===== config.mk =====
export PLATFORM = sky130hd
export DESIGN_NAME = fkil_ram
export DESIGN_NICKNAME = d
export VERILOG_FILES = /design/src/fkil_ram.sv
export SDC_FILE = /design/constraint.sdc
export NUM_CORES = 2
export LEC_CHECK = 0
export BUFFER_PORTS_ARGS = -buffer_cell sky130_fd_sc_hd__buf_2
export CAP_MARGIN = 0
export CORE_MARGIN = 1.5
export CORE_UTILIZATION = 65
export DETAILED_ROUTE_END_ITERATION = 7
export PLACE_DENSITY = 0.82
export SYNTH_ARGS = -nofsm -noshare
export SYNTH_HDL_FRONTEND = slang
export SYNTH_SLANG_ARGS = --single-unit

===== constraint.sdc =====
create_clock -name clk -period 9.01 [get_ports clk]
set_input_delay 1.3515 -clock clk [delete_from_list [all_inputs] [get_ports clk]]
set_output_delay 1.3515 -clock clk [all_outputs]
set_load 0.03 [all_outputs]

===== src/fkil_ram.sv =====
// Generic single-write, single-read RAM with a registered read port.
// Standalone; no package dependency.
module fkil_ram #(
	parameter int WIDTH = 32,
	parameter int DEPTH = 64
) (
	input  logic                                      clk,
	input  logic                                      we,
	input  logic [((DEPTH > 1) ? $clog2(DEPTH) : 1)-1:0] waddr,
	input  logic [WIDTH-1:0]                          wdata,
	input  logic [((DEPTH > 1) ? $clog2(DEPTH) : 1)-1:0] raddr,
	output logic [WIDTH-1:0]                          rdata
);

	logic [WIDTH-1:0] mem_q [DEPTH];

	// Write port and registered read
	always_ff @(posedge clk) begin
		if (we) begin
			mem_q[waddr] <= wdata;
		end
		rdata <= mem_q[raddr];
	end

endmodule


; ---- After elaboration in Yosys (flattened, before gate mapping)
; Memory sizes are Yosys's and may differ from the RTL's. A register that Yosys moved wholly into a read port is not among the register bits.
; Cells that the tools add are included.
[word_totals]
regBits = 0
ram_bits = 2048
input_bits = 46
output_inout_bits = 32
wordCells = 3
n_memories = 1
[op_classes]
muxes = 2
[mem_list]
columns = memory, depth, word_bits, rd, rd_ports_with_merged_regs, wr, line_no
row1 = mem_q, 64, 32, 1, 1, 1, 15  ; logic [WIDTH-1:0] mem_q [DEPTH];
[ops]
columns = op, count
row1 = $mux W1, 2

; ---- Depth between registers and ports, before layout
[depth]
ltp_word = 2
mapped_depth = 10

; ---- Worst setup path before layout
; OpenSTA, ideal clock, no wires.
[synth_timing]
path_kind = input to register
from = input waddr[3] (netlist bit)
to = memory mem_q[48][0], enable pin
setup_time_ns = 0.461
t_arrival_ns = 4.050
required_ns = 8.549
slack_ns = 4.499
stages = 4
path_cell_list = clkbuf_1 nor2b_1 nand4b_1 nor3_1
[synth_lines]
columns = element, line_no
row1 = from (decl), 9  ; input logic [((DEPTH > 1) ? $clog2(DEPTH) : 1)-1:0] waddr,
row2 = to (decl), 15
; No word-level cell before the write port.

==> results by stage <==
Clock network:
- The number of sinks on the clock net is 2080.
- The CTS clock-pin slew for the worst setup and hold paths is 0.06 ns.
- The total clock buffers created by CTS is 190.
- The number of H-tree branching levels is 4.
- Counting along the longest clock path gives a buffer depth of 3.
- Post-CTS timing repair inserted 0 buffers for setup.
- The count of instances resized after the clock tree is built is 0.
- The clock root buffer master is clkbuf_16.
- The source-to-sink clock delay at the later pin of the worst-skew pair is 0.84 ns.
- After clock tree synthesis, the flow added hold-fix buffers numbering 0.
- TritonCTS built the clock tree.

Place:
- Detailed placement ended at an HPWL of 103000 um.
- At the end of routability-driven placement, the weighted congestion stood at 0.807.
- In this run the tool buffered the top-level ports with 77 buffer cells.

Setup path:
- The most used cell along the critical path is nor2_1.
- The slowest stage of the critical path is the nand2_1 cell.
- By startpoint and endpoint, the worst setup path is classified as in -> reg.
- The kind of start point of the critical path is an input port.
- On the worst path, the slowest cell contributes a delay of 0.97 ns.
- The critical path starts at raddr[1].
- The critical path endpoint category is a register.
- The data required time at the worst endpoint is 9.69 ns.
- In this run the worst path has a maximum fanout of 128.
- Data arrives at the worst endpoint at 5.36 ns.
- Walking the worst path, the cells encountered are buf_8 > buf_12 > nand2_1 > o22ai_1 > nor2_1 > a21oi_1 > nor2_1.
- The beginning of the worst register-to-register path is mem_q[23][4].

Floorplanning:
- The y dimension of the die is 351 um.
- After floorplanning, the core was sized to cover 0.120 mm^2.
- For this configuration, the core starts out at a cell density of 65.5%.
- The die covers 0.123 mm^2.
- The number of ports placed on the die boundary is 78.
- From left edge to right edge, the die measures 351 um.
- The row count is 127.

Timing:
- The worst path uses 51.9% of the clock period.
- The max-slew violation count is 0.
- Setup repair after global routing left no endpoint under its margin.
- The clock skew is 0.0433 ns.
- The number of hold-slack violations in the final timing report is 0.
- The final-layout setup total negative slack is 0 ns.
- Setup violations remaining at the end of the flow were counted as 0.
- The smallest clock period supported by the final layout is computed as 4.68 ns.
- Timing would allow up to 0.214 GHz.
- The worst-margin pin slew is 1.45 ns.
- Headroom to the max-slew limit came out at 3.62%.

Logic synthesis:
- The mapped netlist covers 0.0785 mm^2.
- Counting flops with a built-in enable in the synthesized netlist gives 2048.
- The post-synthesis async set-or-reset flop share is 0%.
- The top-area cell type share of the netlist area is 78.3%.
- The fraction of the yosys area taken by sequential cells is 79.1%.
- The cell count after synthesis came out at 3324.
- Each instance of the synthesized netlist takes up on average 23.6 um^2.
- Sorting the synthesized cells by area gives the leading types as edfxtp_1, mux4_2, mux2i_1.
- Counting flops and latches in the post-synthesis netlist gives 2080.
- The number of nets in the synthesized netlist is 3370.
- The synthesized design spends more area on one cell type than any other, namely edfxtp_1.
- The prevailing post-synth register cell is edfxtp_1.
- Yosys printed 0 warnings.
- The distinct cell type count of the synthesized netlist is 34.

Run status:
- The flow ran to the end, and the final reports show no timing, DRC or antenna violations.

Cells and area:
- In the final layout, the multi-input gates occupy 0.0160 mm^2.
- Compared with the post-synthesis result, the final layout area differs by 11.3%.
- Leaving out fill and tap cells, the most frequent cells in the layout are edfxtp_1, mux4_2, clkbuf_16, mux2i_1, buf_4.
- The most common cell after layout, fill and taps aside is edfxtp_1.
- In the final layout, the share of cells above drive strength 1 is 28.6%.
- The final layout contains 3548 nets.
- The number of fill cells is 6137.
- At the end of the flow the core is filled with cells to 72.9%.
- The area of all sequential standard cells is 0.0621 mm^2.

Job:
- Across the run, the number of max-cap violations was 0.

Power and ir drop:
- The cell internal power dissipation is 15.5 mW.
- The power per standard cell area is 227 mW/mm^2.
- The part of the total power dissipated in sequential elements is 54.4%.
- The combinational cell fraction of total power is 5.2%.
- The fraction of power consumed by the clock network is 40.5%.
- The total leakage power is 27.1 nW.
- The analysis attributes to net switching a power of 4.26 mW.
- Of the total power, the share spent switching nets is 21.5%.
- The peak supply drop is 0.230 mV.

Global routing:
- For this run, the total global-route usage over all layers was measured as 36.2%.
- The via count of the first global-routing pass was 40.3k.
- The number of antenna violations at the first check in global routing is 18.
- The pin count of the biggest net entering global routing is 129.
- The total congestion overflow is 0.
- The first global-routing pass estimated 301000 um of wire.

Drt:
- The residual DRC count is 0.
- The pre-antenna-repair detailed-routing pass consisted of 8 iterations.
- The routed design has 216000 um of wire.
- In the routed layout, each cell is associated on average with a via count of 7.43.
- The detailed router placed 39.2k vias in this run.
- The routed length per instance is 41.1 um.
- Once detail routing completed, the nets flagged for antenna violations numbered 0.
- The initial detailed-routing violation count is 6715.

Worst hold path:
- The launch point of the worst hold path is mem_q[13][20].
- The kind of path behind the tightest hold check is reg -> reg.
==> Yosys cell counts, types with 8 or more instances <==
| cell | number |
|---|---|
| a21oi_1 | 62 |
| a22oi_1 | 12 |
| a311oi_1 | 8 |
| buf_1 | 21 |
| buf_2 | 57 |
| buf_4 | 25 |
| clkbuf_1 | 74 |
| dfxtp_1 | 32 |
| edfxtp_1 | 2048 |
| mux2i_1 | 93 |
| mux4_2 | 544 |
| nand2_1 | 26 |
| nand2b_1 | 8 |
| nor2_1 | 137 |
| nor2b_1 | 15 |
| o221ai_1 | 27 |
| o22ai_1 | 84 |
==> metal layers <==
metal	track usage [%]	part of all wire (%)	up-vias	wire, um
li1	-	-	14600	-
met1	46.2	31	20200	67800
met2	58.3	49	3542	107000
met3	9.39	13	790	28800
met4	18.7	5.9	22	12800
met5	0	0.073	-	157
==> cells by family after synthesis <==
group	after synthesis	share of synthesized area, %
AOI/OAI and AO/OA	202	1.67
muxes	637	16.8
DFF	2080	79.1
and+or+nand+nor	223	1.27
buffers and inverters	182	1.13
==> final timing paths <==
kind,endpoint,slack [ns],cells past startpoint
worst max-delay path,rdata[25],4.33,7
worst min-delay path,rdata[20],0.88,4
worst min register to register,rdata[20],0.88,4
worst max register to register,rdata[4],6.31,5
==> registers in the layout, indices dropped and copies added, names as in the netlist <==
register	flops
rdata	32
mem_q	2048
==> critical path, delay by kind of cell <==
kind | cells | cell delay [ns]
buffers and inverters | 2 | 1.23
AO/OA/AOI/OAI | 2 | 1.11
AND/OR/NAND/NOR | 3 | 1.24
==> metrics by stage <==
stage          hold WS [ns]  std cells  cell area (um^2)  power [mW]  setup slack (ns)
2_1_floorplan         0.663       3324             78500        11.5              4.50
3_3_place_gp          0.848       4922             81300        11.9              3.92
3_5_place_dp          0.853       4922             81300        11.9              3.78
4_1_cts               0.880       5264             87400        19.8              4.59
5_1_grt               0.969       5264             87400        20.2              4.29
6_report              0.880       5270             87400        19.8              4.33
==> power by group through the flow <==
stage                     registers (mW)  clock network, mW  logic, mW
final                               10.8               8.01       1.02
after global routing                10.8               8.37       1.05
after CTS                           10.8               8.02       1.00
after detailed placement            11.0                  0      0.977
after global placement              11.0                  0      0.935
after floorplan                     11.0                  0      0.521
==> area by class of cell <==
type / count / area share, %
Tap cell: 1612 / 2.31
Clock buffer: 242 / 5.85
Multi-Input combinational cell: 1062 / 18.3
Antenna cell: 6 / 0.0172
Sequential cell: 2080 / 71.1
Clock inverter: 100 / 1.07
Timing Repair Buffer: 168 / 1.35
Power figures use the tool's default switching activity.
