==> src/fkil_pkg.sv <==
// Shared types, constants and codes for the keyed index lookup block.
// No dependencies; every other file in src except fkil_ram imports this package.
package fkil_pkg;

	// Index capacity and entry geometry
	localparam int MAX_ENTRIES = 64;
	localparam int ENTRY_BYTES = 16;
	localparam int IDX_W = (MAX_ENTRIES > 1) ? $clog2(MAX_ENTRIES) : 1;
	localparam int CNT_W = $clog2(MAX_ENTRIES + 1);

	// Field widths
	localparam int CMD_W = 2;
	localparam int SLOT_W = 6;
	localparam int WORD_W = 32;
	localparam int BYTE_W = 8;
	localparam int STATUS_W = 3;
	localparam int ECNT_W = 7;

	// Stream payload widths, rounded up to whole bytes
	localparam int S_TDATA_W = 144;
	localparam int M_TDATA_W = 104;

	// Lookup request queue between front and back
	localparam int QUEUE_DEPTH = 2;
	localparam int QPTR_W = (QUEUE_DEPTH > 1) ? $clog2(QUEUE_DEPTH) : 1;
	localparam int QCNT_W = $clog2(QUEUE_DEPTH + 1);

	// FNV-1a 32-bit constants
	localparam logic [WORD_W-1:0] FNV_BASIS = 32'd2166136261;
	localparam logic [WORD_W-1:0] FNV_PRIME = 32'd16777619;

	typedef enum logic [CMD_W-1:0] {
		CMD_WRITE  = 2'd0,
		CMD_KEY    = 2'd1,
		CMD_LOOKUP = 2'd2
	} cmd_t;

	typedef enum logic [STATUS_W-1:0] {
		ST_FOUND     = 3'd0,
		ST_MISS      = 3'd1,
		ST_EMPTY     = 3'd2,
		ST_INDEX_OOB = 3'd3,
		ST_DATA_OOB  = 3'd4
	} status_t;

	typedef enum logic [1:0] {
		REG_STORE_VALID = 2'd0,
		REG_ENTRY_COUNT = 2'd1,
		REG_INDEX_START = 2'd2,
		REG_STORE_BYTES = 2'd3
	} reg_idx_t;

	typedef enum logic {
		BK_IDLE = 1'b0,
		BK_SCAN = 1'b1
	} bk_state_t;

	typedef struct packed {
		logic              store_valid;
		logic [ECNT_W-1:0] entry_count;
		logic [WORD_W-1:0] index_start;
		logic [WORD_W-1:0] store_bytes;
	} cfg_t;

	typedef struct packed {
		cmd_t              cmd;
		logic [SLOT_W-1:0] slot;
		logic [WORD_W-1:0] slot_hash;
		logic [WORD_W-1:0] slot_offset;
		logic [WORD_W-1:0] slot_size;
		logic [BYTE_W-1:0] key_byte;
		logic [WORD_W-1:0] method_code;
	} in_item_t;

	typedef struct packed {
		logic [WORD_W-1:0] size;
		logic [WORD_W-1:0] offset;
		logic [WORD_W-1:0] hash;
	} entry_t;

	localparam int ENTRY_W = $bits(entry_t);

	typedef struct packed {
		logic               en;
		logic [IDX_W-1:0]   addr;
		entry_t             data;
	} ram_wr_t;

	typedef struct packed {
		status_t           status;
		logic [SLOT_W-1:0] hit_slot;
		logic [WORD_W-1:0] data_offset;
		logic [WORD_W-1:0] data_size;
		logic [WORD_W-1:0] key_hash;
	} result_t;

endpackage

==> src/fkil_front.sv <==
// Front part: accepts input items, keeps the running FNV-1a hash, writes
// index entries and queues lookup keys. Depends on fkil_pkg.
module fkil_front (
	input  logic                        clk,
	input  logic                        arst_n,
	input  logic                        in_valid,
	output logic                        in_ready,
	input  fkil_pkg::in_item_t          item,
	input  logic                        q_full,
	input  logic                        q_empty,
	input  logic                        back_busy,
	output logic                        push,
	output logic [fkil_pkg::WORD_W-1:0] push_key,
	output fkil_pkg::ram_wr_t           wr
);
	import fkil_pkg::*;

	logic [WORD_W-1:0] hash_q;
	logic [WORD_W-1:0] mix;
	logic [WORD_W-1:0] prod;
	logic              accept;

	// Fold either the key byte or the method value into the hash
	assign mix  = hash_q ^ ((item.cmd == CMD_KEY) ? {{(WORD_W - BYTE_W){1'b0}}, item.key_byte}
		: item.method_code);
	assign prod = mix * FNV_PRIME;

	// Hold entry writes until every earlier lookup has finished its scan, and lookups while the queue is full
	always_comb begin
		unique case (item.cmd)
			CMD_WRITE:  in_ready = q_empty && !back_busy;
			CMD_LOOKUP: in_ready = !q_full;
			default:    in_ready = 1'b1;
		endcase
	end

	assign accept   = in_valid && in_ready;
	assign push     = accept && (item.cmd == CMD_LOOKUP);
	assign push_key = prod;

	// Index entry write, dropped for slots beyond capacity
	always_comb begin
		wr.en          = accept && (item.cmd == CMD_WRITE)
			&& (32'(item.slot) < 32'(MAX_ENTRIES));
		wr.addr        = IDX_W'(item.slot);
		wr.data.hash   = item.slot_hash;
		wr.data.offset = item.slot_offset;
		wr.data.size   = item.slot_size;
	end

	// Running hash: advance on key bytes, restart after each lookup
	always_ff @(posedge clk or negedge arst_n) begin
		if (!arst_n) begin
			hash_q <= FNV_BASIS;
		end else if (accept && (item.cmd == CMD_KEY)) begin
			hash_q <= prod;
		end else if (push) begin
			hash_q <= FNV_BASIS;
		end
	end

endmodule

==> config.mk <==
export PLATFORM = sky130hd
export DESIGN_NAME = fkil_front
export DESIGN_NICKNAME = d
export VERILOG_FILES = /design/src/fkil_pkg.sv /design/src/fkil_front.sv
export SDC_FILE = /design/constraint.sdc
export NUM_CORES = 1
export LEC_CHECK = 0
export BUFFER_PORTS_ARGS = -buffer_cell sky130_fd_sc_hd__buf_2
export CAP_MARGIN = 20
export CORE_AREA = 2 2 112 142
export DETAILED_ROUTE_END_ITERATION = 8
export DIE_AREA = 0 0 114 144
export GPL_TIMING_DRIVEN = 1
export HOLD_SLACK_MARGIN = 0.15
export PLACE_DENSITY = 0.86
export SLEW_MARGIN = 0
export SYNTH_ARGS = -nofsm -noshare
export SYNTH_HDL_FRONTEND = slang
export SYNTH_SLANG_ARGS = --single-unit
==> constraint.sdc <==
create_clock -name clk -period 21.6 [get_ports clk]
set_clock_uncertainty 0.15 [all_clocks]
set_input_delay 3.24 -clock clk [delete_from_list [all_inputs] [get_ports clk]]
set_output_delay 3.24 -clock clk [all_outputs]
set_load 0.05 [all_outputs]
# Word-level counts from Yosys, hierarchy flattened
# Cells that the tools add are included.
[word_totals]
regBits = 32
in_bits = 150
output_inout_bits = 137
wordCells = 18
[op_classes]
mul = 1
eq_ne = 2
muxes = 4
bitwise_logic = 1
n_reduce_logical = 9
[ops]
columns = ["cell", "n"]
rows = [
  ["32-bit 2-to-1 mux", 3],
  ["32-bit by 25-bit multiplier with 32-bit output (second input constant)", 1],
  ["32-bit XOR", 1],
  ["1-bit logical AND", 5],
  ["2-bit by 1-bit equality test with 1-bit output (second input constant)", 1],
  ["2-bit equality test (second input constant)", 1],
  ["1-bit zero test", 2],
  ["2-bit zero test", 1],
  ["1-bit case mux with 2 select lines", 1],
  ["2-bit nonzero test", 1],
]

# Longest topological paths before layout
# Gate-level depths: netlist of the first run.
[depth]
word_depth = 7
depth_mapped = 26
ltp_nobuf = 24

# Worst setup path before layout of the first run
# OpenSTA, ideal clock, no wires.
[synth_timing]
kind = "input port to output port"
start = "input item[143] in the netlist's numbering"
end = "output push_key[29] in the netlist's numbering"
arrival_ns = 9.810
required_time_ns = 18.210
slack_ns = 8.400
stages = 22
path_buffers = 2
path_cell_list = "nand2b_1 buf_6 clkbuf_1 mux2i_1 xnor2_1 ha_1 ha_1 ha_1 ha_1 fa_1 ha_1 inv_1 fa_1 inv_1 ha_1 o211ai_2 a21oi_2 a21oi_4 a21oi_2 nor4b_4 o41ai_4 xnor2_1"
[synth_via]
elab_chain_cells = 4
[synth_lines]
columns = ["element", "line_no", "rtl"]
rows = [
  ["from (decl)", "fkil_front.sv:8", "input fkil_pkg::in_item_t item,"],
  ["2-bit by 1-bit equality test with 1-bit output", "fkil_front.sv:24", "assign mix = hash_q ^ ((item.cmd == CMD_KEY) ? {{(WORD_W - BYTE_W){1'b0}}, item.key_byte}"],
  ["32-bit 2-to-1 mux", "fkil_front.sv:24", ""],
  ["32-bit XOR", "fkil_front.sv:24", ""],
  ["32-bit by 25-bit multiplier with 32-bit output", "fkil_front.sv:26", "assign prod = mix * FNV_PRIME;"],
  ["to (decl)", "fkil_front.sv:13", "output logic [fkil_pkg::WORD_W-1:0] push_key,"],
]
# No other way between the ends.

# Worst setup path after layout of the first run
[layout_timing]
start = "input item[142] in the netlist's numbering"
end = "output push_key[31] in the netlist's numbering"
# Same word-level chain as after synthesis.

==> impl_results.md, run 1 <==
* Run status: finished clean
* Max-cap violations at 0
* GPL Wtd Cong at between 0.9 and 1
* Worst Path Arrival at 10.03 ns
* Adder-Cell Fraction of Synth Area at 0.448
* Final Cycle Share at 0.621
* Reg clk slew, reported paths at about 0.06 ns
* Worst-skew pair later-pin latency at ~0.29 ns
* H-tree depth at 2
* Slew at the pin closest to its max-slew limit at ~1.0 ns
* Dominant cells by area after synthesis: ha_1, fa_1, buf_4, inv_1, xnor2_1
* Share of layout cells above drive strength 1 at 0.156
* TritonCTS clock tree: done
* Die X at roughly 110 um
* Compound-cell area share of the yosys netlist at 0.0999
* Final Slew Violations at 0
* Nets@finish at about 1200
* Critical path capture point type: output port
* Max_slew headroom at 0.332
* Routed Antenna Nets at 0
* Sequential fraction of the synthesis area at 0.100
* Root Driver: clkbuf_16
* R2r worst-path depth at 20
* Endpoints failing setup at 0
* Number of synthesized flops with an enable pin at 0
* Setup Buffers After CTS at 0
* Synth Cell Area at roughly 8000 um^2
* Synth Area in XOR/XNOR at 0.104
* Vias in the first global route at between 6000 and 7000
* CTS hold repair buffers at 0
* Initial antenna violation count at 0
* Gr ovfl total at 0
* Final HPWL DP at about 16 mm
* DRC errors left at 0
* Async SR Flop Fraction at 1.00
* Most frequent cells in the layout: ha_1, inv_1, buf_2
* Fmax at 0.0745 GHz
* Setup TNS at 0 ns
* Total number of vias at 5649
* Via-per-instance ratio at roughly 5.5
* Die area at between 15000 and 20000 um^2
* DR iter-0 viols at between 200 and 250
* Drt pass-1 iters at 4
* Max reg flops at 32
* Leading area contributor after synthesis: ha_1
* Synth Area per Inst at around 9.5 um^2
* Critical path type: primary input to output port
* IO Port Bufs at 82
* Post_cts resized at 0
* Final wirelength at around 20 mm
* WHS at about 0.37 ns
* Global-route wire length before repair at ~31 mm
* Total GRT Usage at 0.245
* Largest net degree at the start of global routing at 33
* Unique masters post-synth at between 50 and 60
* Min-Delay Path Depth at 1
* Req. time, crit path at ~18 ns
* FF+latch count, synth at 32
* P&R area growth vs syn at 0.0769%
* Antenna diode count at 0
* Final Hold Viols at 0
* WL/cell at approximately 19 um
* CTS Buf Count at 5
* Synthesis warning total at 0
* Starting Density at 0.536
* Syn Nets at between 1000 and 1500
* Commonest non-fill, non-tap cell in the layout: ha_1
* Post-synth top area share at 0.266
* IO Count at 287
* Most flop-heavy register: hash_q
* Post-Synth Simple-Gate Area at 0.0598
* Fin crit period at around 13 ns
* # rows at 51
* DIE HEIGHT at 144 um
* Crit Path Max Fanout at 9
* Startpoint types: primary input
* Largest registers: hash_q x32
* Core Area at between 15000 and 20000 um^2
* Main combinational cell family by area after synthesis: adder cells
* Mapped Cells at around 860
* Mux cell area share after synthesis at 0.0103
* Unrepaired setup endpoints after global routing: no
* HP Class: flop to flop
* CTS sink cnt at 32
* Clock buffer depth at 2
* Main flop type after synthesis: dfrtp_1
## cells by family after synthesis
group           count (synthesis)
xor+xnor                       89
flops                          32
mux                             8
fa+ha+maj                     247
buf+inv                       281
simple gates                   98
compound gates                103
## Yosys cell counts (all sizes together) (5+ instances only)
library cell    n
and2            5
nand2          33
a21oi          27
nor3            7
inv           170
o21a            5
xnor2          68
nand2b          5
fa             74
clkbuf          7
dfstp          14
o22a           14
nor2           31
a21o           10
buf           104
xor2           21
dfrtp          18
a22o           18
o21ai          11
ha            173
mux2i           8
## path summary, 6_finish.rpt
kind	from	end	slack, ns
setup / recovery	item[142]	push_key[31]	8.18
hold / removal	hash_q[12]$_DFFE_PN1P_	hash_q[12]$_DFFE_PN1P_	0.37
setup reg to reg	hash_q[12]$_DFFE_PN1P_	hash_q[31]$_DFFE_PN1P_	14.98
hold reg to reg	hash_q[12]$_DFFE_PN1P_	hash_q[12]$_DFFE_PN1P_	0.37
max in group asynchronous	arst_n	hash_q[1]$_DFFE_PN0P_	17.84
min in group asynchronous	arst_n	hash_q[17]$_DFFE_PN0P_	2.91
## stage by stage
stage | worst slack, ns | instance area, um^2 | std cells | util
after floorplan | 8.40 | 8140 | 858 | -
after detailed placement | 8.25 | 8000 | 1017 | 0.527
after global routing | 7.80 | 8150 | 1024 | 0.537
after CTS | 8.22 | 8150 | 1024 | 0.537
final | 8.18 | 8150 | 1024 | 0.537
after global placement | 8.42 | 8000 | 1017 | 0.527
## layer usage
layer / vias up / GRT usage / part of all wire
li1: 2632 / - / -
met1: 2711 / 0.268 / 0.37
met2: 190 / 0.436 / 0.51
met3: 116 / 0.0344 / 0.050
met4: 0 / 0.171 / 0.072
met5: - / 0 / 0
## layout make-up
cell class,count,area [um^2]
repair buffers,85,433
well taps,185,231
flip-flops and latches,32,818
multi-input cells,545,5880
fillers,1310,7040
inverters,170,638
clock buffers,7,153
## worst max-delay path, cell delays in order
cell and delay [ns]:
buf_2 0.11, nor2b_1 0.71, mux2i_1 0.20, xnor2_1 0.66, ha_1 0.37, ha_1 0.32
fa_1 0.48, ha_1 0.22, fa_1 0.50, ha_1 0.29, inv_1 0.05, fa_1 0.53
inv_1 0.04, ha_1 0.39, nand4_1 0.14, a21oi_2 0.18, a21oi_4 0.11, a21oi_2 0.31
nor4b_4 0.37, o41ai_4 0.15, o21ai_2 0.21, xnor2_2 0.14, buf_2 0.29
Power of run 1 is left out: the tool's default activity adds up to more than one toggle a clock period on the data nets, which glitch-free logic cannot reach.
==> inputs of run 2 (changes only) <==
CORE_AREA = 2 2 120 151   (was 2 2 112 142)
DIE_AREA = 0 0 122 153   (was 0 0 114 144)
PLACE_DENSITY = 0.79   (was 0.86)
clock period = 11.5 ns   (was 21.6 ns; I/O delays follow)
==> impl_results.md, run 2 (same netlist as run 1, synthesis figures left out) <==
* Starting Density at 0.473 (-0.0636)
* IO Port Bufs at 82 (unchanged)
* Worst Path Arrival at 8.53 ns (-1.50 ns)
* Most flop-heavy register: hash_q
* # rows at 54 (+5.9%)
* Nets@finish at 1235 (-0.081%)
* CTS Buf Count at 5 (unchanged)
* Vias in the first global route at 6362 (+1.7%)
* Root Driver: clkbuf_16
* TritonCTS clock tree: done
* Largest registers: hash_q x32
* Max-cap violations at 0 (unchanged)
* Fin crit period at between 10 and 15 ns
* DRC errors left at 0 (unchanged)
* End of the worst hold path: hash_q[12]$_DFFE_PN1P_
* Startpoint types: primary input
* IO Count at 287 (unchanged)
* H-tree depth at 2 (unchanged)
* Place WS at 1.16 ns (-7.10 ns)
* CTS hold repair buffers at 0 (unchanged)
* Setup Buffers After CTS at 0 (unchanged)
* Req. time, crit path at 9.63 ns (-8.58 ns)
* Run status: finished clean
* Crit Path Max Fanout at 9 (unchanged)
* Endpoints failing setup at 0 (unchanged)
* Final Hold Viols at 0 (unchanged)
* Worst r2r dst: hash_q[31]$_DFFE_PN1P_
* Total number of vias at 5747 (+1.7%)
* Critical path type: primary input to output port
* Worst setup margin at 1.10 ns (-7.08 ns)
* Core Area at 17200 um^2 (+13%)
* Unrepaired setup endpoints after global routing: no
* Die X at 122 um (+7.0%)
* FILL cells at 1584 (+21%)
* Worst-skew pair later-pin latency at 0.29 ns (about the same)
* WL/cell at 18.5 um (-2.7%)
* Max_slew headroom at 0.311 (-0.0206)
* Fmax at approximately 0.096 GHz
* HP Class: flop to flop
* Share of layout cells above drive strength 1 at 0.156 (unchanged)
* GPL Wtd Cong at 0.946 (-3.0%)
* Slew at the pin closest to its max-slew limit at 1.03 ns (+0.0309 ns)
* Via-per-instance ratio at 5.41 (-2.0%)
* Min-Delay Path Depth at 1 (unchanged)
* P&R area growth vs syn at 0.538%
* Design Area, Final at 8190 um^2 (+0.46%)
* Post-Place Cell Area at 8040 um^2 (+0.52%)
* Commonest non-fill, non-tap cell in the layout: ha_1
* Routed Antenna Nets at 0 (unchanged)
* Global-route wire length before repair at 32.3 mm (+4.8%)
* Setup TNS at 0 ns (unchanged)
* DR iter-0 viols at 270 (+9.8%)
* Post_cts resized at 0 (unchanged)
* Initial antenna violation count at 0 (unchanged)
* Critical path capture point type: output port
* Antenna diode count at 0 (unchanged)
* R2r worst-path depth at 20 (unchanged)
* Total GRT Usage at 0.224 (-0.0214)
* Drt pass-1 iters at 4 (unchanged)
* Gr ovfl total at 0 (unchanged)
* CTS sink cnt at 32 (unchanged)
* RR Startpoint: hash_q[11]$_DFFE_PN1P_
* Largest net degree at the start of global routing at 33 (unchanged)
* Final HPWL DP at 16.7 mm (+2.9%)
* Clock buffer depth at 2 (unchanged)
* Final Slew Violations at 0 (unchanged)
* Most frequent cells in the layout: ha_1, inv_1, buf_2
* DIE HEIGHT at 153 um (+6.3%)
* Hold wc startpoint: hash_q[12]$_DFFE_PN1P_
* Flop-to-flop setup slack at 4.90 ns (-10.08 ns)
* Die area at 18700 um^2 (+14%)
* Reg clk slew, reported paths at 0.06 ns (about the same)
* Final Cycle Share at 0.905
* Max reg flops at 32 (unchanged)
* Final wirelength at 19.7 mm (+1.0%)
-- run 2: metal layers --
metal | part of all wire | global-route usage
met5 | 0 | 0
met2 | 0.51 | 0.400
met1 | 0.38 | 0.250
met3 | 0.044 | 0.0250
met4 | 0.061 | 0.135
-- run 2: critical path: stages --
cell and delay [ns]:
buf_2 0.12, nor2b_1 0.73, mux2i_1 0.22, xnor2_1 0.64
ha_1 0.37, ha_1 0.30, fa_1 0.49, ha_1 0.22
fa_1 0.48, ha_1 0.28, inv_1 0.05, fa_1 0.54
inv_1 0.05, ha_1 0.40, a21oi_1 0.16, o21ai_1 0.14
a21oi_4 0.26, a21oi_2 0.15, nor4b_4 0.17, o41ai_4 0.44
o21ai_2 0.14, xnor2_2 0.16, buf_2 0.29
-- run 2: worst max-delay path by stage --
stage                   endpoint      start
floorplan           push_key[29]  item[143]
global placement    push_key[31]  item[142]
detailed placement  push_key[31]  item[142]
CTS                 push_key[31]  item[142]
global route        push_key[30]  item[142]
finish              push_key[31]  item[142]
-- run 2: through the flow --
stage	std cells	hold WS [ns]	util
after floorplan	858	0.336	-
after global placement	1055	0.352	0.467
after detailed placement	1055	0.353	0.467
after CTS	1063	0.371	0.475
after global routing	1063	0.379	0.475
final	1063	0.368	0.475
-- run 2: area by class of cell --
type	instances	area, um^2	area share
clock buffer	6	139	0.0170
clock inverter	2	10.0	0.00122
inverter	170	638	0.0779
multi-input combinational	545	5880	0.718
sequential	32	818	0.0999
tap	224	280	0.0342
timing repair buffer	84	425	0.0520
Power of run 2 is left out for the same reason.
