`src/fkil_pkg.sv`:
```
// Shared types, constants and codes for the keyed index lookup block.
// No dependencies; every other file in src except fkil_ram imports this package.
package fkil_pkg;

	// Index capacity and entry geometry
	localparam int MAX_ENTRIES = 64;
	localparam int ENTRY_BYTES = 16;
	localparam int IDX_W = (MAX_ENTRIES > 1) ? $clog2(MAX_ENTRIES) : 1;
	localparam int CNT_W = $clog2(MAX_ENTRIES + 1);

	// Field widths
	localparam int CMD_W = 2;
	localparam int SLOT_W = 6;
	localparam int WORD_W = 32;
	localparam int BYTE_W = 8;
	localparam int STATUS_W = 3;
	localparam int ECNT_W = 7;

	// Stream payload widths, rounded up to whole bytes
	localparam int S_TDATA_W = 144;
	localparam int M_TDATA_W = 104;

	// Lookup request queue between front and back
	localparam int QUEUE_DEPTH = 2;
	localparam int QPTR_W = (QUEUE_DEPTH > 1) ? $clog2(QUEUE_DEPTH) : 1;
	localparam int QCNT_W = $clog2(QUEUE_DEPTH + 1);

	// FNV-1a 32-bit constants
	localparam logic [WORD_W-1:0] FNV_BASIS = 32'd2166136261;
	localparam logic [WORD_W-1:0] FNV_PRIME = 32'd16777619;

	typedef enum logic [CMD_W-1:0] {
		CMD_WRITE  = 2'd0,
		CMD_KEY    = 2'd1,
		CMD_LOOKUP = 2'd2
	} cmd_t;

	typedef enum logic [STATUS_W-1:0] {
		ST_FOUND     = 3'd0,
		ST_MISS      = 3'd1,
		ST_EMPTY     = 3'd2,
		ST_INDEX_OOB = 3'd3,
		ST_DATA_OOB  = 3'd4
	} status_t;

	typedef enum logic [1:0] {
		REG_STORE_VALID = 2'd0,
		REG_ENTRY_COUNT = 2'd1,
		REG_INDEX_START = 2'd2,
		REG_STORE_BYTES = 2'd3
	} reg_idx_t;

	typedef enum logic {
		BK_IDLE = 1'b0,
		BK_SCAN = 1'b1
	} bk_state_t;

	typedef struct packed {
		logic              store_valid;
		logic [ECNT_W-1:0] entry_count;
		logic [WORD_W-1:0] index_start;
		logic [WORD_W-1:0] store_bytes;
	} cfg_t;

	typedef struct packed {
		cmd_t              cmd;
		logic [SLOT_W-1:0] slot;
		logic [WORD_W-1:0] slot_hash;
		logic [WORD_W-1:0] slot_offset;
		logic [WORD_W-1:0] slot_size;
		logic [BYTE_W-1:0] key_byte;
		logic [WORD_W-1:0] method_code;
	} in_item_t;

	typedef struct packed {
		logic [WORD_W-1:0] size;
		logic [WORD_W-1:0] offset;
		logic [WORD_W-1:0] hash;
	} entry_t;

	localparam int ENTRY_W = $bits(entry_t);

	typedef struct packed {
		logic               en;
		logic [IDX_W-1:0]   addr;
		entry_t             data;
	} ram_wr_t;

	typedef struct packed {
		status_t           status;
		logic [SLOT_W-1:0] hit_slot;
		logic [WORD_W-1:0] data_offset;
		logic [WORD_W-1:0] data_size;
		logic [WORD_W-1:0] key_hash;
	} result_t;

endpackage

```
`src/fkil_queue.sv`:
```
// Short FIFO of lookup key hashes between the front and back parts.
// Depends on fkil_pkg for depth and width constants.
module fkil_queue (
	input  logic                       clk,
	input  logic                       arst_n,
	input  logic                       push,
	input  logic [fkil_pkg::WORD_W-1:0] push_key,
	input  logic                       pop,
	output logic [fkil_pkg::WORD_W-1:0] head,
	output logic                       empty,
	output logic                       full
);
	import fkil_pkg::*;

	logic [WORD_W-1:0] buf_q [QUEUE_DEPTH];
	logic [QPTR_W-1:0] wp_q;
	logic [QPTR_W-1:0] rp_q;
	logic [QCNT_W-1:0] cnt_q;

	assign empty = (cnt_q == '0);
	assign full  = (cnt_q == QCNT_W'(QUEUE_DEPTH));
	assign head  = buf_q[rp_q];

	// Store pushed keys
	always_ff @(posedge clk) begin
		if (push) begin
			buf_q[wp_q] <= push_key;
		end
	end

	// Advance pointers and count
	always_ff @(posedge clk or negedge arst_n) begin
		if (!arst_n) begin
			wp_q  <= '0;
			rp_q  <= '0;
			cnt_q <= '0;
		end else begin
			if (push) begin
				wp_q <= (wp_q == QPTR_W'(QUEUE_DEPTH - 1)) ? '0 : wp_q + QPTR_W'(1);
			end
			if (pop) begin
				rp_q <= (rp_q == QPTR_W'(QUEUE_DEPTH - 1)) ? '0 : rp_q + QPTR_W'(1);
			end
			if (push && !pop) begin
				cnt_q <= cnt_q + QCNT_W'(1);
			end else if (pop && !push) begin
				cnt_q <= cnt_q - QCNT_W'(1);
			end
		end
	end

endmodule

```
`config.mk`:
```
export PLATFORM = sky130hd
export DESIGN_NAME = fkil_queue
export DESIGN_NICKNAME = d
export VERILOG_FILES = /design/src/fkil_pkg.sv /design/src/fkil_queue.sv
export SDC_FILE = /design/constraint.sdc
export NUM_CORES = 1
export LEC_CHECK = 0
export BUFFER_PORTS_ARGS = -buffer_cell sky130_fd_sc_hd__buf_2
export CAP_MARGIN = 20
export CORE_UTILIZATION = 40
export CTS_BUF_LIST = sky130_fd_sc_hd__clkbuf_8
export CTS_CLUSTER_DIAMETER = 40
export DETAILED_ROUTE_END_ITERATION = 8
export GPL_ROUTABILITY_DRIVEN = 1
export MAX_ROUTING_LAYER = met4
export PLACE_DENSITY = 0.7
export SKIP_LAST_GASP = 1
export SLEW_MARGIN = 5
export SYNTH_ARGS = -nofsm -noshare
export SYNTH_HDL_FRONTEND = slang
export SYNTH_SLANG_ARGS = --single-unit
```
`constraint.sdc`:
```
create_clock -name clk -period 2.5 [get_ports clk]
set_clock_uncertainty 0.15 [all_clocks]
set_input_delay 0.5 -clock clk [delete_from_list [all_inputs] [get_ports clk]]
set_output_delay 0.5 -clock clk [all_outputs]
set_load 0.1 [all_outputs]
```
# Word-level counts from Yosys, hierarchy flattened

Memories as Yosys holds them, arrays and structs flattened.
Cells that the tools add are included.

Bitwise gates (word level): 0
Multiply operators: 0
Reductions and logical operators: 6
Muxes and demuxes: 6
Eq/ne operators: 1
Shift operators: 0
Div/mod/pow operators: 0
$add $sub $neg: 4
Order comparisons: 0

Operator list:

| cell                                             | count |
|---|---|
| two-way mux 1 bit                                | 4 |
| two-way mux 2 bit                                | 2 |
| adder 1 bit, second input constant               | 2 |
| adder 2 x 1 -> 2 bit, second input constant      | 1 |
| equality test 2 bit, second input constant       | 1 |
| logical AND 1 bit                                | 2 |
| zero test 1 bit                                  | 2 |
| zero test 2 bit                                  | 1 |
| nonzero test 2 bit                               | 1 |
| subtractor 2 x 1 -> 2 bit, second input constant | 1 |

Memories kept: 1
Memory bits (writable): 64
Bits in latches: 0
Register bits after elaboration: 4
Output and inout port bits: 34
ROM bits: 0
Word-level logic and storage cells: 21
Input bits: 36

Memories:

| memory | depth | width | read ports | clocked after memory_dff | wr ports | RTL line         | RTL |
|---|---|---|---|---|---|---|---|
| buf_q  | 2     | 32    | 1          | 0                        | 1        | fkil_queue.sv:15 | `logic [WORD_W-1:0] buf_q [QUEUE_DEPTH];` |

# Logic depth before layout (Yosys ltp)

Gate-level depths: netlist (run 1).

Depth after elaboration: 4
Depth in mapped cells: 5
Depth with buffers taken out: 5

# Worst setup path after synthesis (run 1)

OpenSTA, ideal clock, no wires.

Path type: input to register
From: in push
To: mem buf_q[0][0] (enable)
Path slack: -0.022 ns
Data required time: 1.925 ns
Path buffers: 0
Stages on the path: 1
Library setup time: 0.425 ns
Arrival time: 1.948 ns
Path through: nor2b_1

Longest elaborated chain between the ends: 2

Ends and longest elaborated chain:

| item                                    | RTL line         | RTL |
|---|---|---|
| start, declared                         | fkil_queue.sv:6  | `input logic push,` |
| two-way mux 1 bit                       | fkil_queue.sv:26 | `if (push) begin` |
| two-way mux 1 bit (implied by the code) | fkil_queue.sv:27 | `buf_q[wp_q] <= push_key;` |
| end, declared                           | fkil_queue.sv:15 |  |

No other way between the ends.

# Worst setup path in the final report (run 1)

From: reg rp_q
To: out head[16] in the netlist's numbering

Longest elaborated chain between the ends: 1

Ends and longest elaborated chain:

| item                     | RTL line         | RTL |
|---|---|---|
| start, declared          | fkil_queue.sv:17 | `logic [QPTR_W-1:0] rp_q;` |
| start signal, assigned   | fkil_queue.sv:42 | `rp_q <= (rp_q == QPTR_W'(QUEUE_DEPTH - 1)) ? '0 : rp_q + QPTR_W'(1);` |
| memory read (2 x 32 bit) | -                |  |
| end, declared            | fkil_queue.sv:9  | `output logic [fkil_pkg::WORD_W-1:0] head,` |

No other way between the ends.

==> impl_metrics.toml, run 1 <==
[status]
status = "complete, no violations"

[cts]
clk_path_buf_depth = 2
cts-buffers-inserted = 9
ctsHoldBuffers = 1
htreeDepth = 3
post_cts_buffers = 0
cts_num_sinks = 68
cts_root_buffer = "clkbuf_8"
clock_latency_ps = 320
path_clk_slew_ps = 60
cts_tree = "done"
post_cts_resized = 0

[drt]
drt_wl_total_mm = 4.012
vias = 1274
viasPerCell = 4.534
firstDrtPassIters = 4
ant_nets = 0
drtIter0Drc = 33
routedWlPerCell_um = 14.28
drc_errors = 0

[yosys]
synth_seq_cells = 68
syn_inst = 116
synth_nets = 153
synth_cell_types = 13
ys_seq_area_share_pct = 76.33
yosys_warnings = 0
syn_area_per_cell_um2 = 22.83
synth_area_um2 = 2649

[global_route]
grt_pass1_wl_mm = 6.230
grtUsageTotal_pct = 12.68
antenna_found_initial = 0
grt_pass1_vias = 1282
grt.overflow.total = 0
grt_max_degree = 18

[floorplanning]
io_pins = 70
num_rows = 29
die_area_um2 = 6951
core_area_um2 = 6386
die_y_um = 83.38
die_w_um = 83.38
initial_core_util_pct = 41.48

[worst_setup_path]
crit_path_end_kind = "output pin"
cp_slowest_cell = "mux2_2"
crit_path_max_fanout = 17
slowest_delay_ps = 370
ff2ff_setup_slack_ps = 1190
crit_type = "flop to output pin"
cp_data_arrival_time_ps = 1640
cp.required_ps = 1850
crit_chain = "buf_4, mux2_2, buf_2"
critPathLaunchType = "flop"

[hold_path]
hold_class = "input port to flop"

[placed_design]
numPortBuffers = 69
gp_congestion = 0.7149
dp_hpwl_mm = 2.748

[final_layout]
diodes = 0
area_delta_synth_final_pct = 22.15
drive_gt1_share_pct = 58.82
nNetsFinal = 236

[timing]
relSlewSlack_pct = 67.10
final_max_slew_viol_count = 0
fin_tns_setup_ps = 0
worst_pin_slew_ps = 497.0
hold_viol = 0
fmax_mhz = 437.0
fin_crit_sh_pct = 91.53
post-route-min-period_ps = 2288
rsz0062_at_grt = "no"
setup_viol = 0

[flow_run]
max_cap_viol_count = 0
-- flip-flops by register name, indices dropped and copies added (netlist names) --
signal	count
wp_q	1
cnt_q	2
rp_q	1
buf_q	64
-- path summary, 6_finish.rpt --
| kind | start | end | cells after the start |
|---|---|---|---|
| worst max register to register | wp_q | buf_q[1][14] | 2 |
| worst min register to register | cnt_q[1] | cnt_q[1] | 1 |
| worst max-delay path | rp_q | head[16] | 3 |
| worst min-delay path | push_key[20] | buf_q[1][20] | 1 |
| min in group asynchronous | arst_n | cnt_q[1] | 2 |
| max in group asynchronous | arst_n | rp_q | 2 |
-- critical path: cells and delay by family (launching register included) --
kind / cells / cell delay (ps)
buf+inv: 2 / 580
mux: 1 / 370
flops: 1 / 360
-- layout make-up --
type / instances / area, um2
inverters: 1 / 3.754
clock buffers: 9 / 123.9
well taps: 77 / 96.34
repair buffers: 76 / 400.4
multi-input cells: 43 / 559.3
clock inverters: 7 / 28.78
flip-flops and latches: 68 / 2023
fillers: 548 / 3151
-- placed cells by master, fill, tap and decap left out --
| cell | count |
|---|---|
| inv_1 | 5 |
| ha_1 | 1 |
| clkinv_1 | 1 |
| mux2_4 | 29 |
| nor2b_4 | 1 |
| clkinv_2 | 2 |
| xor2_1 | 4 |
| edfxtp_1 | 64 |
| buf_2 | 69 |
| dfrtp_2 | 1 |
| and2_1 | 1 |
| xnor2_1 | 1 |
| dfrtp_1 | 3 |
| buf_4 | 6 |
| nor2_1 | 2 |
| nor2b_1 | 1 |
| clkbuf_8 | 9 |
| dlygate4sd3_1 | 1 |
| mux2_2 | 3 |
-- synthesized netlist by cell type --
cell / instances / area, um2
nor2_1: 2 / 7.510
nor2b_1: 2 / 12.51
buf_6: 1 / 11.26
inv_1: 1 / 3.750
buf_12: 3 / 60.06
xnor2_1: 1 / 8.760
edfxtp_1: 64 / 1922
ha_1: 1 / 12.51
mux2_2: 3 / 33.78
dfrtp_1: 4 / 100.1
mux2_4: 29 / 435.4
xor2_1: 4 / 35.03
and2_1: 1 / 6.260
-- metal layers --
metal	track usage [%]	vias up	wire [um]
li1	-	614	-
met1	14.13	614	1630
met2	19.82	37	2104
met3	2.783	9	162
met4	9.875	0	114
met5	-	-	0
-- metrics by stage --
| stage | hold WS (ps) | area [um2] | setup WS (ps) | util (%) | std cells |
|---|---|---|---|---|---|
| after floorplan | 54.41 | 2651 | 96.93 | - | 116 |
| after global routing | 190.7 | 3236 | 142.3 | 50.67 | 281 |
| after global placement | 161.8 | 3073 | 562.8 | 48.12 | 264 |
| after CTS | 185.7 | 3236 | 165.1 | 50.67 | 281 |
| final | 211.6 | 3236 | 211.8 | 50.67 | 281 |
| after detailed placement | 165.3 | 3073 | 529.7 | 48.12 | 264 |
-- kinds of logic after synthesis --
group,count (synthesis),share of synthesized area [%]
multiplexers,32,17.71
XOR/XNOR,5,1.653
flip-flops,68,76.33
adder cells (fa/ha/maj),1,0.4723
buffers and inverters,5,2.834
AND/OR/NAND/NOR,5,0.9922
Power of run 1 is left out: the tool's default activity adds up to more than one toggle a clock period on the data nets, which glitch-free logic cannot reach.
==> run 2, diff against run 1 <==
--- a/config.mk
+++ b/config.mk
@@ -5,15 +5,15 @@
 export SDC_FILE = /design/constraint.sdc
 export NUM_CORES = 1
 export LEC_CHECK = 0
-export BUFFER_PORTS_ARGS = -buffer_cell sky130_fd_sc_hd__buf_2
 export CAP_MARGIN = 20
 export CORE_UTILIZATION = 40
 export CTS_BUF_LIST = sky130_fd_sc_hd__clkbuf_8
 export CTS_CLUSTER_DIAMETER = 40
 export DETAILED_ROUTE_END_ITERATION = 8
-export GPL_ROUTABILITY_DRIVEN = 1
+export DONT_BUFFER_PORTS = 1
+export GPL_ROUTABILITY_DRIVEN = 0
 export MAX_ROUTING_LAYER = met4
-export PLACE_DENSITY = 0.7
+export PLACE_DENSITY = 0.6
 export SKIP_LAST_GASP = 1
 export SLEW_MARGIN = 5
 export SYNTH_ARGS = -nofsm -noshare
==> impl_metrics.toml, run 2 (synthesized netlist as in run 1, its figures left out) <==
[floorplanning]
core_area_um2 = 6386
die_w_um = 83.38
initial_core_util_pct = 41.48
io_pins = 70
die_area_um2 = 6951
die_y_um = 83.38
num_rows = 29

[cts]
clk_path_buf_depth = 2
clock_latency_ps = 330
path_clk_slew_ps = 70
htreeDepth = 3
cts_tree = "done"
cts_num_sinks = 68
cts-buffers-inserted = 9
post_cts_resized = 0
cts_root_buffer = "clkbuf_8"

[final_layout]
stdcell_area_um2 = 3017
final_common_cell = "edfxtp_1"
nNetsFinal = 167
diodes = 0
largest_register_ffs = 64
multi_input_comb_area_um2 = 564.3
regMostFlops = "buf_q"
fillers = 536
drive_gt1_share_pct = 42.96
seq_area_um2 = 2023
reg_top3 = "buf_q: 64 flops, cnt_q: 2 flops"
layout_common_cells = "edfxtp_1 (64), mux2_4 (29), clkbuf_8 (10)"
instances_no_fill = 212
area_delta_synth_final_pct = 13.89

[timing]
relSlewSlack_pct = 65.40
fin_tns_setup_ps = 0
post-route-min-period_ps = 2344
rsz0062_at_grt = "no"
hold_viol = 0
worst_pin_slew_ps = 521.4
setup_viol = 0
fmax_mhz = 426.7
final_max_slew_viol_count = 0
fin_crit_sh_pct = 93.75

[worst_setup_path]
crit_path_end_kind = "output pin"
cp_data_arrival_time_ps = 1690
crit_path_max_fanout = 20
crit_type = "flop to output pin"
rr_worst_depth = 2
cp_slowest_cell = "dfrtp_2"
critPathLaunchType = "flop"
slowest_delay_ps = 640
crit_chain = "buf_12, mux2_4"
cp.required_ps = 1850

[global_route]
grt.overflow.total = 0
grt_pass1_vias = 1202
grt_max_degree = 21
grtUsageTotal_pct = 12.01
grt_pass1_wl_mm = 5.796
antenna_found_initial = 0

[status]
status = "complete, no violations"

[placed_design]
dp.cells = 195
dp_hpwl_mm = 2.555
place_area_um2 = 2758
numPortBuffers = 0

[drt]
vias = 1051
firstDrtPassIters = 4
drt_wl_total_mm = 3.799
drtIter0Drc = 36
ant_nets = 0
routedWlPerCell_um = 17.92
viasPerCell = 4.958
drc_errors = 0

[flow_run]
max_cap_viol_count = 0

[hold_path]
hold_class = "input port to flop"
whs_path_depth = 1
## run 2: cell count changes in the layout (fill, tap and decap cells not counted), sizes merged
cell / before / now
buf: 75 / 6
inv: 5 / 1
bufinv: 0 / 3
clkbuf: 9 / 10
clkinv: 3 / 2
clkinvlp: 0 / 1
## run 2: metrics by stage
stage,hold slack [ps],setup WS [ps],utilization [%]
2_1_floorplan,54.41,96.93,-
3_3_place_gp,54.52,510.6,43.18
3_5_place_dp,54.51,498.8,43.18
4_1_cts,78.70,131.9,47.24
5_1_grt,73.84,83.71,47.24
6_report,100.5,156.3,47.24
## run 2: worst paths after layout
kind | startpoint | to | slack [ps]
min in group asynchronous | arst_n | wp_q | 290
max in group asynchronous | arst_n | rp_q | 1700
worst max-delay path | rp_q | head[23] | 160
worst max register to register | wp_q | buf_q[0][15] | 980
worst min-delay path | push | wp_q | 100
worst min register to register | cnt_q[1] | cnt_q[1] | 390
## run 2: cell type report
cell class / count / share of cell area, %
Clock buffer: 10 / 4.562
Tap cell: 77 / 3.194
Clock inverter: 6 / 3.691
Multi-Input combinational cell: 43 / 18.71
Timing Repair Buffer: 7 / 2.655
Sequential cell: 68 / 67.07
Inverter: 1 / 0.1244
## run 2: worst max-delay path: cells and delay by family, from the launching register on
kind | cells | cell delay, ps
muxes | 1 | 460
buffers and inverters | 1 | 250
DFF | 1 | 640
## run 2: per-layer routing
metal / GRT usage (%) / share of wire (%) / vias to the layer above
li1: - / - / 472
met1: 11.78 / 38 / 516
met2: 19.15 / 51 / 55
met3: 5.666 / 9.8 / 8
met4: 7.524 / 1.8 / 0
met5: - / 0 / -
## run 2: what timing repair did
| item | 4_1_cts | 5_1_grt |
|---|---|---|
| endpoints found under the setup margin | 0 | 0 |
| hold endpoints to repair | 4 | 0 |
| hold buffers | 1 | 0 |
| setup buffers | 0 | 0 |
Power of run 2 is left out for the same reason.
==> run 3, diff against run 2 <==
--- a/config.mk
+++ b/config.mk
@@ -6,6 +6,7 @@
 export NUM_CORES = 1
 export LEC_CHECK = 0
 export CAP_MARGIN = 20
+export CORE_ASPECT_RATIO = 0.7
 export CORE_UTILIZATION = 40
 export CTS_BUF_LIST = sky130_fd_sc_hd__clkbuf_8
 export CTS_CLUSTER_DIAMETER = 40
@@ -14,6 +15,8 @@
 export GPL_ROUTABILITY_DRIVEN = 0
 export MAX_ROUTING_LAYER = met4
 export PLACE_DENSITY = 0.6
+export RECOVER_POWER = 100
+export SKIP_CTS_REPAIR_TIMING = 1
 export SKIP_LAST_GASP = 1
 export SLEW_MARGIN = 5
 export SYNTH_ARGS = -nofsm -noshare
==> impl_metrics.toml, run 3 (synthesized netlist as in run 1, its figures left out) <==
[final_layout]
largest_register_ffs = 64
regMostFlops = "buf_q"
drive_gt1_share_pct = 38.06
nNetsFinal = 167
layout_common_cells = "edfxtp_1 (64), mux2_2 (20), mux2_4 (10)"
area_delta_synth_final_pct = 7.558
final_common_cell = "edfxtp_1"
diodes = 0
stdcell_area_um2 = 2849
reg_top3 = "buf_q: 64 flops, cnt_q: 2 flops"

[drt]
routedWlPerCell_um = 17.97
drc_errors = 0
drt_wl_total_mm = 3.809
viasPerCell = 4.920
vias = 1043
firstDrtPassIters = 2
ant_nets = 0
drtIter0Drc = 52

[floorplanning]
io_pins = 70
die_y_um = 70.09
num_rows = 24
die_w_um = 99.26
initial_core_util_pct = 42.00
die_area_um2 = 6957
core_area_um2 = 6306

[global_route]
grt.overflow.total = 0
antenna_found_initial = 0
grtUsageTotal_pct = 12.43
grt_max_degree = 33
grt_pass1_wl_mm = 5.720
grt_pass1_vias = 1168

[timing]
relSlewSlack_pct = 40.99
rsz0062_at_grt = "no"
setup_viol = 0
hold_viol = 0
setup_ws_ps = 170.8
fin_crit_sh_pct = 93.17
fmax_mhz = 429.3
post-route-min-period_ps = 2329
worst_pin_slew_ps = 887.6
fin_tns_setup_ps = 0
final_max_slew_viol_count = 0

[worst_setup_path]
crit_chain = "mux2_1"
cp_data_arrival_time_ps = 1680
critPathLaunchType = "flop"
worst-path-buf-inv = 0
slowest_delay_ps = 840
cp_slowest_cell = "mux2_1"
crit_path_end_kind = "output pin"
path_delay_family = "multiplexers"
crit_path_max_fanout = 11
crit_type = "flop to output pin"
cp.required_ps = 1850

[placed_design]
numPortBuffers = 0
pre_cts_slack_ps = 546.3
place_area_um2 = 2746
dp_hpwl_mm = 2.584

[cts]
clk_path_buf_depth = 2
cts_root_buffer = "clkbuf_8"
path_clk_slew_ps = 60
htreeDepth = 3
cts-buffers-inserted = 9
clock_latency_ps = 330
cts_tree = "done"
cts_num_sinks = 68

[hold_path]
hold_class = "input port to flop"

[status]
status = "complete, no violations"

[flow_run]
max_cap_viol_count = 0
==> run 3: changes by cell type in the layout (fill, tap and decap cells not counted), moves of 2 or more <==
cell,delta
clkbuf_2,+4
mux2_4,-19
buf_4,-3
mux2_1,+2
inv_1,+3
bufinv_16,-2
mux2_2,+17
==> run 3: final timing paths <==
check	cells past startpoint	slack, ps	end	startpoint
max in group asynchronous	1	1700	rp_q	arst_n
max reg2reg	2	730	buf_q[1][24]	wp_q
min	1	100	rp_q	pop
min in group asynchronous	1	300	wp_q	arst_n
max	1	170	head[16]	rp_q
min reg2reg	1	370	cnt_q[1]	cnt_q[1]
==> run 3: metal layers <==
layer,GRT usage (%),part of all wire (%),up-vias
met5,-,0,-
met4,5.882,1.5,0
met3,8.509,14,5
met2,21.30,53,51
met1,10.01,32,514
li1,-,-,473
==> run 3: cell type report <==
class / count / area [um2]
clock buffers: 9 / 123.9
clock inverters: 6 / 50.05
fillers: 539 / 3457
inverters: 1 / 3.754
multi-input cells: 43 / 493.0
flip-flops and latches: 68 / 2023
well taps: 78 / 97.59
repair buffers: 7 / 57.56
==> run 3: metrics by stage <==
step                std cells  hold slack [ps]  utilization (%)
floorplan                 116            54.41                -
global placement          196            54.52            43.55
detailed placement        196            54.54            43.55
CTS                       211           -313.1            46.31
global route              212            71.13            45.18
finish                    212            103.1            45.18
Power of run 3 is left out for the same reason.
